<file path="src/rtl/glsp_pkg.sv">
// Shared types, field layout and constants for the granular loop stretch player.
// No dependencies; imported by every module of the block.
`default_nettype none
package glsp_pkg;

   localparam int MEMORY_FRAMES_DEF = 131072;
   localparam int GRAIN_LENGTH_DEF  = 2048;

   localparam int FRAC_W    = 32;
   localparam int RATE_W    = 35;
   localparam int STRETCH_W = 12;
   localparam int SAMPLE_W  = 12;
   localparam int WORD_W    = 24;
   localparam int LOOP_W    = 18;
   localparam int ADDR_W    = 17;
   localparam int FRAME_OUT_W = 17;

   localparam int STRETCH_ONE_Q8    = 256;
   localparam int STRETCH_BYPASS_Q8 = (11 * STRETCH_ONE_Q8 + 5) / 10;
   localparam int MIN_LOOP_FRAMES   = 16;
   localparam logic [LOOP_W-1:0] LOOP_RESET = LOOP_W'(131072);

   // request tdata layout, lowest bit first
   localparam int REQ_ADDR_LO    = 0;
   localparam int REQ_WORD_LO    = REQ_ADDR_LO + ADDR_W;
   localparam int REQ_JUMP_LO    = REQ_WORD_LO + WORD_W;
   localparam int REQ_RATE_LO    = REQ_JUMP_LO + ADDR_W;
   localparam int REQ_STRETCH_LO = REQ_RATE_LO + RATE_W;
   localparam int REQ_TDATA_W    = 112;
   localparam int REQ_TUSER_W    = 2;

   // response tdata layout, lowest bit first
   localparam int RSP_LEFT_LO  = 0;
   localparam int RSP_RIGHT_LO = RSP_LEFT_LO + SAMPLE_W;
   localparam int RSP_FRAME_LO = RSP_RIGHT_LO + SAMPLE_W;
   localparam int RSP_TDATA_W  = 48;
   localparam int RSP_TUSER_W  = 1;

   typedef enum logic [1:0] {
      CMD_TICK = 2'd0,
      CMD_LOAD = 2'd1,
      CMD_JUMP = 2'd2,
      CMD_NONE = 2'd3
   } glsp_cmd_type;

   typedef enum logic [4:0] {
      ST_IDLE,
      ST_MODP,
      ST_MODP_W,
      ST_SRC,
      ST_SRC_W,
      ST_SEED,
      ST_SEED_W,
      ST_GSEL,
      ST_GADD,
      ST_GMOD,
      ST_GMOD_W,
      ST_RD_A,
      ST_RD_B,
      ST_RD_W,
      ST_MUL_L,
      ST_ADD_L,
      ST_ADD_R,
      ST_ACC,
      ST_GADV,
      ST_AGE,
      ST_DADV,
      ST_OUT
   } glsp_state_type;

   typedef struct packed {
      logic busy;
      logic done;
   } glsp_div_status_type;

   function automatic int max_int(input int a, input int b);
      return (a > b) ? a : b;
   endfunction

endpackage
`default_nettype wire

</file>
<file path="src/rtl/glsp_divider.sv">
// Shared restoring divider, one quotient bit per cycle.
// Serves every modulo by the loop length and the stretch division. Uses glsp_pkg.
`default_nettype none
module glsp_divider #(
   parameter int DVD_W = 43,
   parameter int DSR_W = 18,
   parameter int CNT_W = 6
) (
   input  wire logic                       clock,
   input  wire logic                       reset,
   input  wire logic                       start,
   input  wire logic [CNT_W-1:0]           steps,
   input  wire logic [DVD_W-1:0]           dividend,  // left-aligned
   input  wire logic [DSR_W-1:0]           divisor,
   output glsp_pkg::glsp_div_status_type   status,
   output logic      [DVD_W-1:0]           quotient,
   output logic      [DSR_W-1:0]           remainder
);
   import glsp_pkg::*;

   logic             busy_ff, done_ff;
   logic [CNT_W-1:0] cnt_ff;
   logic [DVD_W-1:0] dvd_ff, quo_ff;
   logic [DSR_W-1:0] rem_ff, dsr_ff;
   logic [DSR_W:0]   trial, diff;
   logic             ge;

   assign trial = {rem_ff, dvd_ff[DVD_W-1]};
   assign diff  = trial - {1'b0, dsr_ff};
   assign ge    = trial >= {1'b0, dsr_ff};

   always_ff @(posedge clock) begin
      if (reset) begin
         busy_ff <= 1'b0;
         done_ff <= 1'b0;
         cnt_ff  <= '0;
      end else begin
         done_ff <= 1'b0;
         if (start) begin
            busy_ff <= 1'b1;
            cnt_ff  <= steps;
         end else if (busy_ff) begin
            cnt_ff <= cnt_ff - 1'b1;
            if (cnt_ff == CNT_W'(1)) begin
               busy_ff <= 1'b0;
               done_ff <= 1'b1;
            end
         end
      end
   end

   always_ff @(posedge clock) begin
      if (start) begin
         dvd_ff <= dividend;
         dsr_ff <= divisor;
         rem_ff <= '0;
         quo_ff <= '0;
      end else if (busy_ff) begin
         dvd_ff <= {dvd_ff[DVD_W-2:0], 1'b0};
         rem_ff <= ge ? diff[DSR_W-1:0] : trial[DSR_W-1:0];
         quo_ff <= {quo_ff[DVD_W-2:0], ge};
      end
   end

   assign status.busy = busy_ff;
   assign status.done = done_ff;
   assign quotient    = quo_ff;
   assign remainder   = rem_ff;

endmodule
`default_nettype wire

</file>
<file path="config.mk">
export PLATFORM = sky130hd
export DESIGN_NAME = glsp_divider
export DESIGN_NICKNAME = d
export VERILOG_FILES = /design/src/rtl/glsp_pkg.sv /design/src/rtl/glsp_divider.sv
export SDC_FILE = /design/constraint.sdc
export NUM_CORES = 1
export LEC_CHECK = 0
export ABC_AREA = 1
export BUFFER_PORTS_ARGS = -buffer_cell sky130_fd_sc_hd__buf_2
export CAP_MARGIN = 0
export CORE_MARGIN = 5
export CORE_UTILIZATION = 24
export DETAILED_ROUTE_END_ITERATION = 16
export HOLD_SLACK_MARGIN = 0.02
export MAX_ROUTING_LAYER = met4
export PLACE_DENSITY = 0.54
export SLEW_MARGIN = 20
export SYNTH_ARGS = -nofsm -noshare
export SYNTH_HDL_FRONTEND = slang
export SYNTH_SLANG_ARGS = --single-unit
</file>
<file path="constraint.sdc">
create_clock -name clock -period 4.5 [get_ports clock]
set_input_delay 0 -clock clock [delete_from_list [all_inputs] [get_ports clock]]
set_output_delay 0 -clock clock [all_outputs]
set_load 0.02 [all_outputs]
</file>
**Word level (Yosys, flattened, before mapping)**

Index checks and enable logic that the tools add are counted.

- Magnitude comparators: 1
- Shift operators: 0
- Reductions and logical operators: 2
- Multiply operators: 0
- Add/sub/neg operators: 2
- Equality and inequality tests: 1
- Bitwise logic cells: 1
- Divide/modulo/power cells: 0
- Muxes and demuxes: 9

Operators with widths:

| operator | count |
|---|---|
| $mux W43 | 2 |
| $ge A19 B18 Y1 | 1 |
| $mux W18 | 1 |
| $sub A18 B18 Y18 | 1 |
| $mux W6 | 2 |
| $eq A6 B1 Y1 const B | 1 |
| $sub A6 B1 Y6 const B | 1 |
| $mux W1 | 4 |
| $reduce_or A3 Y1 | 1 |
| $reduce_bool A2 Y1 | 1 |
| $not A1 Y1 | 1 |

- Logic and storage cells: 23
- Bits of input ports: 70
- Bits in read-only memories: 0
- RAM bits: 0
- Latch bits: 0
- Register bits after elaboration: 130
- Memories kept: 0

**Logic depth before layout (Yosys ltp)**

Gate-level depths: netlist of the first run.

- Word-level depth: 4
- Depth in mapped cells: 16
- Gate-level depth less buffers: 15

**Worst setup path before layout of the first run**

No wires, ideal clock.

- Kind: register to register
- From: register busy_ff
- To: register dvd_ff[0] (enable)
- Setup slack: 2.113 ns
- Data required time: 4.076 ns
- Buffers on the path: 1
- Cell stages (with the launch flop): 4
- Data arrival time: 1.963 ns
- Path through: dfxtp_1 -> nor2_1 -> inv_2 -> clkbuf_1

- Longest elaborated chain between the ends: 1

RTL lines:

| what | RTL line | RTL |
|---|---|---|
| start: declaration | glsp_divider.sv:21 | `logic busy_ff, done_ff;` |
| start signal: assignment | glsp_divider.sv:34 | `busy_ff <= 1'b0;` |
| start signal: assignment | glsp_divider.sv:40 | `busy_ff <= 1'b1;` |
| start signal: assignment | glsp_divider.sv:45 | `busy_ff <= 1'b0;` |
| $reduce_bool A2 Y1 (no source line) | -- |  |
| end signal: assignment | glsp_divider.sv:54 | `dvd_ff <= dividend;` |
| end signal: assignment | glsp_divider.sv:59 | `dvd_ff <= {dvd_ff[DVD_W-2:0], 1'b0};` |
| end: declaration | glsp_divider.sv:23 | `logic [DVD_W-1:0] dvd_ff, quo_ff;` |

Every way passes these cells.
A chain may end at the register's enable or synchronous reset.

==> impl_metrics.yaml, run 1 <==
placed_design:
  place_hpwl_um: 12300
  placed_area_sq_um: 7290
  numPortBuffers: 132
  gp_congestion: 0.846
timing:
  fin_crit_sh: 0.511
  fin_crit_ps: 2300
  fin_setup_tns_ps: 0
  slew_headroom: 0.383
  final-hold-violation-count: 0
  final_max_slew_viol_count: 0
  worst_pin_slew_ps: 926
  rsz0062_at_grt: "false"
  final-setup-viol-count: 0
  finClkSkew_ps: 11.5
  fmax_ghz: 0.435
die:
  io_pins: 133
  rows: 59
  fp.dieW_um: 172
  die_height_um: 172
  coreArea_sq_um: 26000
  fp.dieArea_sq_um: 29600
  initial_core_util: 0.243
critical_path:
  startpoint_type: "input pin"
  critPathMaxFanout: 47
  crit_path_cell_trace: "buf_2 > inv_2 > nand2_1 > buf_4 > inv_1 > nand2_1 > nand2_1 > nand2_1 > nand2_1"
  path_buf_inv: 4
  setup.worst_path.class: "input pin to register"
  ff2ff_path_depth: 14
  cp.required_ps: 4810
  slowest_delay_ps: 520
  r2r-start: "dvd_ff[42]"
  crit_family: "buffers and inverters"
  r2r_slack_ps: 2210
  cp_data_arrival_time_ps: 2610
  crit_slowest_cell: "buf_2"
  r2r_end: "remainder[16]"
  endpoint_kind: "register"
  path_common_cell: "nand2_1"
hold_path:
  holdPathEnd: "cnt_ff[3]"
  holdPathStages: 3
  hp-start: "start"
  timing.hold.worst.class: "input pin to register"
grt:
  grt_usage: 0.122
  antenna_found_initial: 1
  overflow: 0
  grt_pass1_vias: 5481
  grt_max_degree: 58
  grt_first_pass_wirelength_um: 27600
pwr:
  p_leak_nw: 4.16
  p_per_area_nw_per_um2: 345
  vdd_drop_max_mv: 0.156
  p_total_w: 0.00294
clock_tree:
  numCtsBuffers: 17
  path_clk_slew_ps: 60
  ctsHtreeMaxLevel: 4
  cts_tree: "yes"
  cts_sinks: 130
  root_buffer: "clkbuf_16"
  clock_latency_ps: 410
  cts_buffer_depth: 2
synth:
  ys_seq_area_frac: 0.510
  syn_nets: 896
  netlist_instances: 805
  syn_area_sq_um: 6310
  yosysWarnings: 0
  ys_types: 31
  postSynthAreaPerCell_sq_um: 7.83
  ys_ff_latch: 130
route:
  drtIter0Drc: 241
  wl_per_cell_um: 13.0
  dr.pass1.iters: 4
  drc: 0
  vias_per_cell: 4.20
  dr_total_vias: 5662
  ant_nets: 0
  routed_wl_um: 17500
cells_and_area:
  drive_above_1_share: 0.190
  design_area_sq_um: 8530
  fin_util: 0.328
  most-common-layout-cells: "nand2_1 (327), buf_2 (132), inv_1 (117)"
  layout_commonest_cell: "nand2_1"
  area_growth_pct: 35.2
  fin_nets: 1091
  nFillCells: 2814
status:
  status: "finished clean"
run:
  maxCapViolCount: 0
[state kept, by name, summed over array words and instances (netlist names)]
signal	count
busy_ff	1
cnt_ff	6
dvd_ff	43
dsr_ff	18
done_ff	1
quotient	43
remainder	18
[cells by family after synthesis]
logic type,after synthesis,share of synthesized area
DFF,130,0.510
and+or+nand+nor,423,0.276
AOI/OAI and AO/OA,69,0.0645
adders and majority gates,21,0.0429
xor gates and xnor gates,8,0.0111
buffers and inverters,154,0.0962
[metrics by stage]
stage                     instances  worst slack, ps  hold slack, ps
after floorplan                 805             2110            69.1
after global placement         1248             1740             178
after detailed placement       1248             1730             178
after CTS                      1348             2160             159
after global routing           1349             1930             220
final                          1349             2200             176
[layout make-up]
class / count / area [sq um] / area share
Inverter: 125 / 470 / 0.0552
Clock inverter: 14 / 118 / 0.0138
Tap cell: 335 / 419 / 0.0492
Multi-Input combinational cell: 521 / 2490 / 0.292
Sequential cell: 130 / 3210 / 0.377
Clock buffer: 18 / 439 / 0.0515
Antenna cell: 1 / 2.50 / 0.000293
Timing Repair Buffer: 205 / 1380 / 0.162
[power breakdown]
part	total, W	switching [W]	leakage (nW)	internal, W
Clock	0.00132	0.000584	0.266	0.000734
Sequential	0.00133	0.0000208	1.18	0.00131
Combinational	0.000290	0.000168	2.72	0.000123
Total	0.00294	0.000772	4.16	0.00217
[cell usage after synthesis]
library cell | count | share of area
nand2_1 | 327 | 0.19
inv_1 | 117 | 0.070
dfxtp_1 | 69 | 0.22
edfxtp_1 | 61 | 0.29
o22ai_1 | 41 | 0.041
nand3_1 | 39 | 0.031
nor2_1 | 28 | 0.017
ha_1 | 20 | 0.040
clkbuf_1 | 18 | 0.011
a21oi_1 | 12 | 0.0095
o21ai_0 | 11 | 0.0087
inv_2 | 8 | 0.0048
nand2_2 | 7 | 0.0069
xor2_1 | 7 | 0.0097
buf_2 | 5 | 0.0040
nand3b_1 | 5 | 0.0060
nand4_1 | 5 | 0.0050
nor3_1 | 4 | 0.0032
a31oi_1 | 3 | 0.0030
nor2_2 | 3 | 0.0030
buf_1 | 2 | 0.0012
buf_4 | 2 | 0.0024
buf_6 | 2 | 0.0036
nor2_4 | 2 | 0.0036
a21oi_2 | 1 | 0.0014
and2_1 | 1 | 0.00099
fa_1 | 1 | 0.0032
nand3_2 | 1 | 0.0016
nand4_4 | 1 | 0.0034
o21bai_1 | 1 | 0.0012
xnor2_1 | 1 | 0.0014
[layer usage]
layer,part of all wire,global-route usage,wire length (um)
met3,0.043,0.0297,753
met5,0,-,0
met1,0.47,0.155,8160
met4,0.0084,0.0318,146
met2,0.48,0.197,8410
[worst reg2reg max path, stage by stage, from the launching register on]
cell,delay (ps)
edfxtp_1,460
inv_1,90
ha_1,140
inv_1,80
fa_1,450
nand3_1,140
nand3_1,150
nand2_1,100
nand3_1,110
nand2_1,150
nand2_1,60
nand2_1,60
nand3_1,70
nand2_1,90
nand2_1,40
[worst max-delay path by stage]
| stage | start | cells after the start | slack (ps) | end |
|---|---|---|---|---|
| global route | start | 9 | 1930 | remainder[17] |
| finish | start | 9 | 2200 | remainder[17] |
| floorplan | busy_ff | 3 | 2110 | dvd_ff[0] |
| global placement | start | 9 | 1740 | remainder[16] |
| CTS | start | 9 | 2160 | remainder[17] |
| detailed placement | start | 9 | 1730 | remainder[17] |
[repair_timing]
action,4_1_cts,5_1_grt
buffers inserted,0,0
resized for setup,0,0
hold endpoints to repair,69,0
hold buffers,68,0
Power figures use the tool's default switching activity.
==> run 2, diff against run 1 <==
==> constraint.sdc (replaced) <==
create_clock -name clock -period 2.3 [get_ports clock]
set_input_delay 0 -clock clock [delete_from_list [all_inputs] [get_ports clock]]
set_output_delay 0 -clock clock [all_outputs]
set_load 0.02 [all_outputs]
==> impl_metrics.yaml, run 2 (same netlist as run 1, synthesis figures left out) <==
timing:
  fmax_ghz: 0.475
  fin_setup_tns_ps: 0
  final_max_slew_viol_count: 0
  final-hold-violation-count: 0
  fin_crit_sh: 0.916
  finClkSkew_ps: 13.8
  slew_headroom: 0.663
  fin_crit_ps: 2110
  rsz0062_at_grt: "false"
  worst_pin_slew_ps: 505
  final-setup-viol-count: 0
critical_path:
  cp.required_ps: 2610
  critPathMaxFanout: 4
  r2r_end: "remainder[14]"
  ff2ff_path_depth: 14
  path_common_cell: "nand2_1"
  cp_data_arrival_time_ps: 2410
  slowest_delay_ps: 440
  path_depth: 14
  path_buf_inv: 3
  crit_end: "remainder[14]"
  endpoint_kind: "register"
  setup.worst_path.class: "register to register"
  crit_slowest_cell: "edfxtp_1"
  startpoint_type: "register"
  crit_family: "simple AND/OR/NAND/NOR gates"
  r2r_slack_ps: 190
  r2r-start: "dvd_ff[42]"
  crit_path_cell_trace: "inv_1 > ha_1 > inv_1 > fa_2 > nand3_1 > inv_1 > nor2_1 > o21ai_1 > nand2_1 > nand2_1 > nand2_1 > nand3_1 > nand2_1 > nand2_1"
  crit_start: "dvd_ff[42]"
route:
  drc: 0
  dr.pass1.iters: 5
  wl_per_cell_um: 12.9
  vias_per_cell: 4.18
  dr_total_vias: 5681
  routed_wl_um: 17600
  drtIter0Drc: 258
  ant_nets: 0
status:
  status: "finished clean"
clock_tree:
  cts_buffer_depth: 2
  cts_tree: "yes"
  numCtsBuffers: 17
  root_buffer: "clkbuf_16"
  clock_latency_ps: 420
  ctsHtreeMaxLevel: 4
  cts_sinks: 130
  path_clk_slew_ps: 60
grt:
  grt_max_degree: 47
  overflow: 0
  grt_usage: 0.125
  grt_first_pass_wirelength_um: 28500
  antenna_found_initial: 1
  grt_pass1_vias: 5672
die:
  coreArea_sq_um: 26000
  fp.dieArea_sq_um: 29600
  rows: 59
  initial_core_util: 0.243
  die_height_um: 172
  fp.dieW_um: 172
  io_pins: 133
hold_path:
  hp-start: "start"
  timing.hold.worst.class: "input pin to register"
cells_and_area:
  final_cells: 1360
  fin_nets: 1102
  drive_above_1_share: 0.198
  nFillCells: 2755
  fin_util: 0.333
  most-common-layout-cells: "nand2_1 (327), buf_2 (132), inv_1 (117)"
  area_growth_pct: 37.4
  layout_commonest_cell: "nand2_1"
placed_design:
  gp_congestion: 0.879
  placed_cells: 1258
  numPortBuffers: 132
  place_hpwl_um: 12800
pwr:
  power_frac_clock: 0.460
  p_sw_frac: 0.250
  sequentialPowerShare: 0.440
  p_int_w: 0.00443
  p_per_area_nw_per_um2: 682
  p_leak_nw: 4.25
  pwr-share-comb: 0.099
  vdd_drop_max_mv: 0.357
  p_sw_w: 0.00147
run:
  maxCapViolCount: 0
run 2: per-stage QoR:
stage          instance area [sq um]  worst slack, ps  hold slack [ps]  total power, W
2_1_floorplan                   6310              424             69.1         0.00297
3_3_place_gp                    7370             16.8              180         0.00315
3_5_place_dp                    7370             19.0              179         0.00315
4_1_cts                         8640             15.5              123         0.00600
5_1_grt                         8660             7.88              160         0.00620
6_report                        8660              193              147         0.00591
run 2: cell type report:
class | instances | area [sq um] | area share
Sequential cell | 130 | 3210 | 0.371
Multi-Input combinational cell | 521 | 2500 | 0.288
Timing Repair Buffer | 216 | 1470 | 0.170
Inverter | 125 | 470 | 0.0543
Clock buffer | 18 | 429 | 0.0495
Tap cell | 335 | 419 | 0.0484
Clock inverter | 14 | 155 | 0.0179
Antenna cell | 1 | 2.50 | 0.000289
run 2: how the worst min path moves through the flow:
stage,to,slack (ps),depth (start not counted)
final,remainder[12],150,5
after global routing,remainder[14],160,5
after CTS,remainder[12],120,5
after detailed placement,dsr_ff[6],180,1
after global placement,dsr_ff[13],180,1
after floorplan,busy_ff,70,1
run 2: repair_timing:
action | in CTS | in global routing
gates resized for setup | 0 | 4
endpoints found under the hold margin | 69 | 0
buffers inserted | 0 | 1
hold buffers | 68 | 0
setup endpoints to repair | 0 | 5
run 2: tightest hold or removal path: cells and delay by family:
kind	cells	cell delay, ps
buffers and inverters	2	320
AND/OR/NAND/NOR	3	180
run 2: routing by layer:
| metal | vias to the layer above | routed length [um] | global-route usage |
|---|---|---|---|
| li1 | 2970 | - | - |
| met1 | 2575 | 8130 | 0.157 |
| met2 | 120 | 8400 | 0.204 |
| met3 | 16 | 847 | 0.0290 |
| met4 | 0 | 218 | 0.0332 |
| met5 | - | 0 | - |
run 2: power by group through the flow:
stage | clock network (W) | logic, W | registers (W)
3_5_place_dp | 0 | 0.000497 | 0.00265
5_1_grt | 0.00293 | 0.000666 | 0.00261
3_3_place_gp | 0 | 0.000498 | 0.00265
6_report | 0.00272 | 0.000586 | 0.00260
2_1_floorplan | 0 | 0.000323 | 0.00264
4_1_cts | 0.00281 | 0.000591 | 0.00260
==> run 3, diff against run 2 <==
--- a/config.mk
+++ b/config.mk
@@ -8,9 +8,11 @@
 export ABC_AREA = 1
 export BUFFER_PORTS_ARGS = -buffer_cell sky130_fd_sc_hd__buf_2
 export CAP_MARGIN = 0
+export CORE_ASPECT_RATIO = 0.9
 export CORE_MARGIN = 5
 export CORE_UTILIZATION = 24
 export DETAILED_ROUTE_END_ITERATION = 16
+export GPL_ROUTABILITY_DRIVEN = 0
 export HOLD_SLACK_MARGIN = 0.02
 export MAX_ROUTING_LAYER = met4
 export PLACE_DENSITY = 0.54
==> impl_metrics.yaml, run 3 (same netlist as run 1, synthesis figures left out) <==
placed_design:
  numPortBuffers: 132
  post-place-ws_ps: 188
  placed_cells: 1265
  place_hpwl_um: 12400
  placed_area_sq_um: 7360
hold_path:
  timing.hold.worst.class: "input pin to register"
  hp-start: "divisor[15]"
  holdPathStages: 2
timing:
  setup_ws_ps: 221
  final-setup-viol-count: 0
  final-hold-violation-count: 0
  finClkSkew_ps: 15.5
  fin_setup_tns_ps: 0
  worst_pin_slew_ps: 768
  fin_crit_sh: 0.904
  rsz0062_at_grt: "false"
  slew_headroom: 0.488
  hold_slack_ps: 293
  final_max_slew_viol_count: 0
  fmax_ghz: 0.481
  fin_crit_ps: 2080
critical_path:
  crit_slowest_cell: "edfxtp_1"
  cp_data_arrival_time_ps: 2400
  path_buf_inv: 2
  slowest_delay_ps: 400
  path_depth: 12
  endpoint_kind: "register"
  setup.worst_path.class: "register to register"
  crit_path_cell_trace: "ha_1 > inv_1 > fa_2 > nand3_1 > inv_1 > nor2_1 > o21ai_0 > nand2_1 > nand3_1 > nand3_1 > nand2_1 > nand2_1"
  crit_start: "dsr_ff[0]"
  crit_family: "simple AND/OR/NAND/NOR gates"
  startpoint_type: "register"
  cp.required_ps: 2620
  ff2ff_path_depth: 12
  r2r-start: "dsr_ff[0]"
  critPathMaxFanout: 4
pwr:
  sequentialPowerShare: 0.441
  vdd_drop_max_mv: 0.427
  p_leak_nw: 4.22
  p_per_area_nw_per_um2: 684
  p_int_w: 0.00434
  power_frac_clock: 0.460
  p_sw_frac: 0.265
  pwr-share-comb: 0.099
  p_sw_w: 0.00156
die:
  rows: 56
  die_height_um: 164
  fp.dieArea_sq_um: 29600
  initial_core_util: 0.243
  io_pins: 133
  fp.dieW_um: 181
  coreArea_sq_um: 26000
cells_and_area:
  layout_commonest_cell: "nand2_1"
  final_cells: 1366
  seq_area_sq_um: 3210
  antennaDiodeCount: 0
  most-common-layout-cells: "nand2_1 (327), buf_2 (132), inv_1 (117)"
  drive_above_1_share: 0.192
  design_area_sq_um: 8630
  area_growth_pct: 36.8
  fin_nets: 1096
  nFillCells: 2740
  multi_input_area_sq_um: 2490
clock_tree:
  clock_latency_ps: 430
  numCtsBuffers: 17
  cts_buffer_depth: 2
  root_buffer: "clkbuf_16"
  path_clk_slew_ps: 60
  ctsHtreeMaxLevel: 4
  cts_sinks: 130
  post-cts-setup-buffers: 0
  cts_tree: "yes"
route:
  dr.pass1.iters: 5
  vias_per_cell: 4.12
  routed_wl_um: 17900
  ant_nets: 0
  dr_total_vias: 5632
  wl_per_cell_um: 13.1
  drtIter0Drc: 251
  drc: 0
run:
  maxCapViolCount: 0
grt:
  grt_usage: 0.125
  grt_pass1_vias: 5784
  antenna_found_initial: 0
  overflow: 0
  grt_first_pass_wirelength_um: 29200
  grt_max_degree: 81
status:
  status: "finished clean"
run 3: changes by cell type in the layout (fill, tap and decap cells not counted), sizes merged:
cell         delta
bufinv          -1
dlygate4sd3     +1
diode           -1
inv             +6
clkinv          -4
clkinvlp        -1
buf             -7
run 3: timing repair:
action	in CTS	in global routing
resized for setup	0	2
hold endpoints to repair	69	0
setup endpoints to repair	0	3
hold buffers	69	0
run 3: power groups by stage:
stage                     logic (W)  clock network [W]  registers, W
after floorplan            0.000323                  0       0.00264
after global placement     0.000492                  0       0.00265
after detailed placement   0.000495                  0       0.00265
after CTS                  0.000591            0.00282       0.00260
after global routing       0.000665            0.00290       0.00261
final                      0.000587            0.00271       0.00260
run 3: stage by stage:
| step | utilization | total power [W] |
|---|---|---|
| 3_3_place_gp | 0.283 | 0.00314 |
| 3_5_place_dp | 0.283 | 0.00315 |
| 6_report | 0.332 | 0.00590 |
| 4_1_cts | 0.332 | 0.00601 |
| 5_1_grt | 0.332 | 0.00618 |
| 2_1_floorplan | - | 0.00297 |
run 3: worst paths after layout:
kind	to	slack (ps)
setup / recovery	remainder[14]	220
setup reg to reg	remainder[14]	220
hold reg to reg	quotient[42]	460
hold / removal	dsr_ff[15]	290
run 3: cell type report:
class | count | share of cell area
clock buffers | 18 | 0.0498
clock inverters | 14 | 0.0162
inverters | 125 | 0.0545
multi-input cells | 521 | 0.289
flip-flops and latches | 130 | 0.372
well taps | 348 | 0.0505
repair buffers | 210 | 0.167
run 3: metal layers:
metal,global-route usage,wire [um],up-vias
met1,0.158,8570,2569
met4,0.0337,192,0
met3,0.0266,689,13
li1,-,-,2944
met2,0.206,8410,106
met5,-,0,-
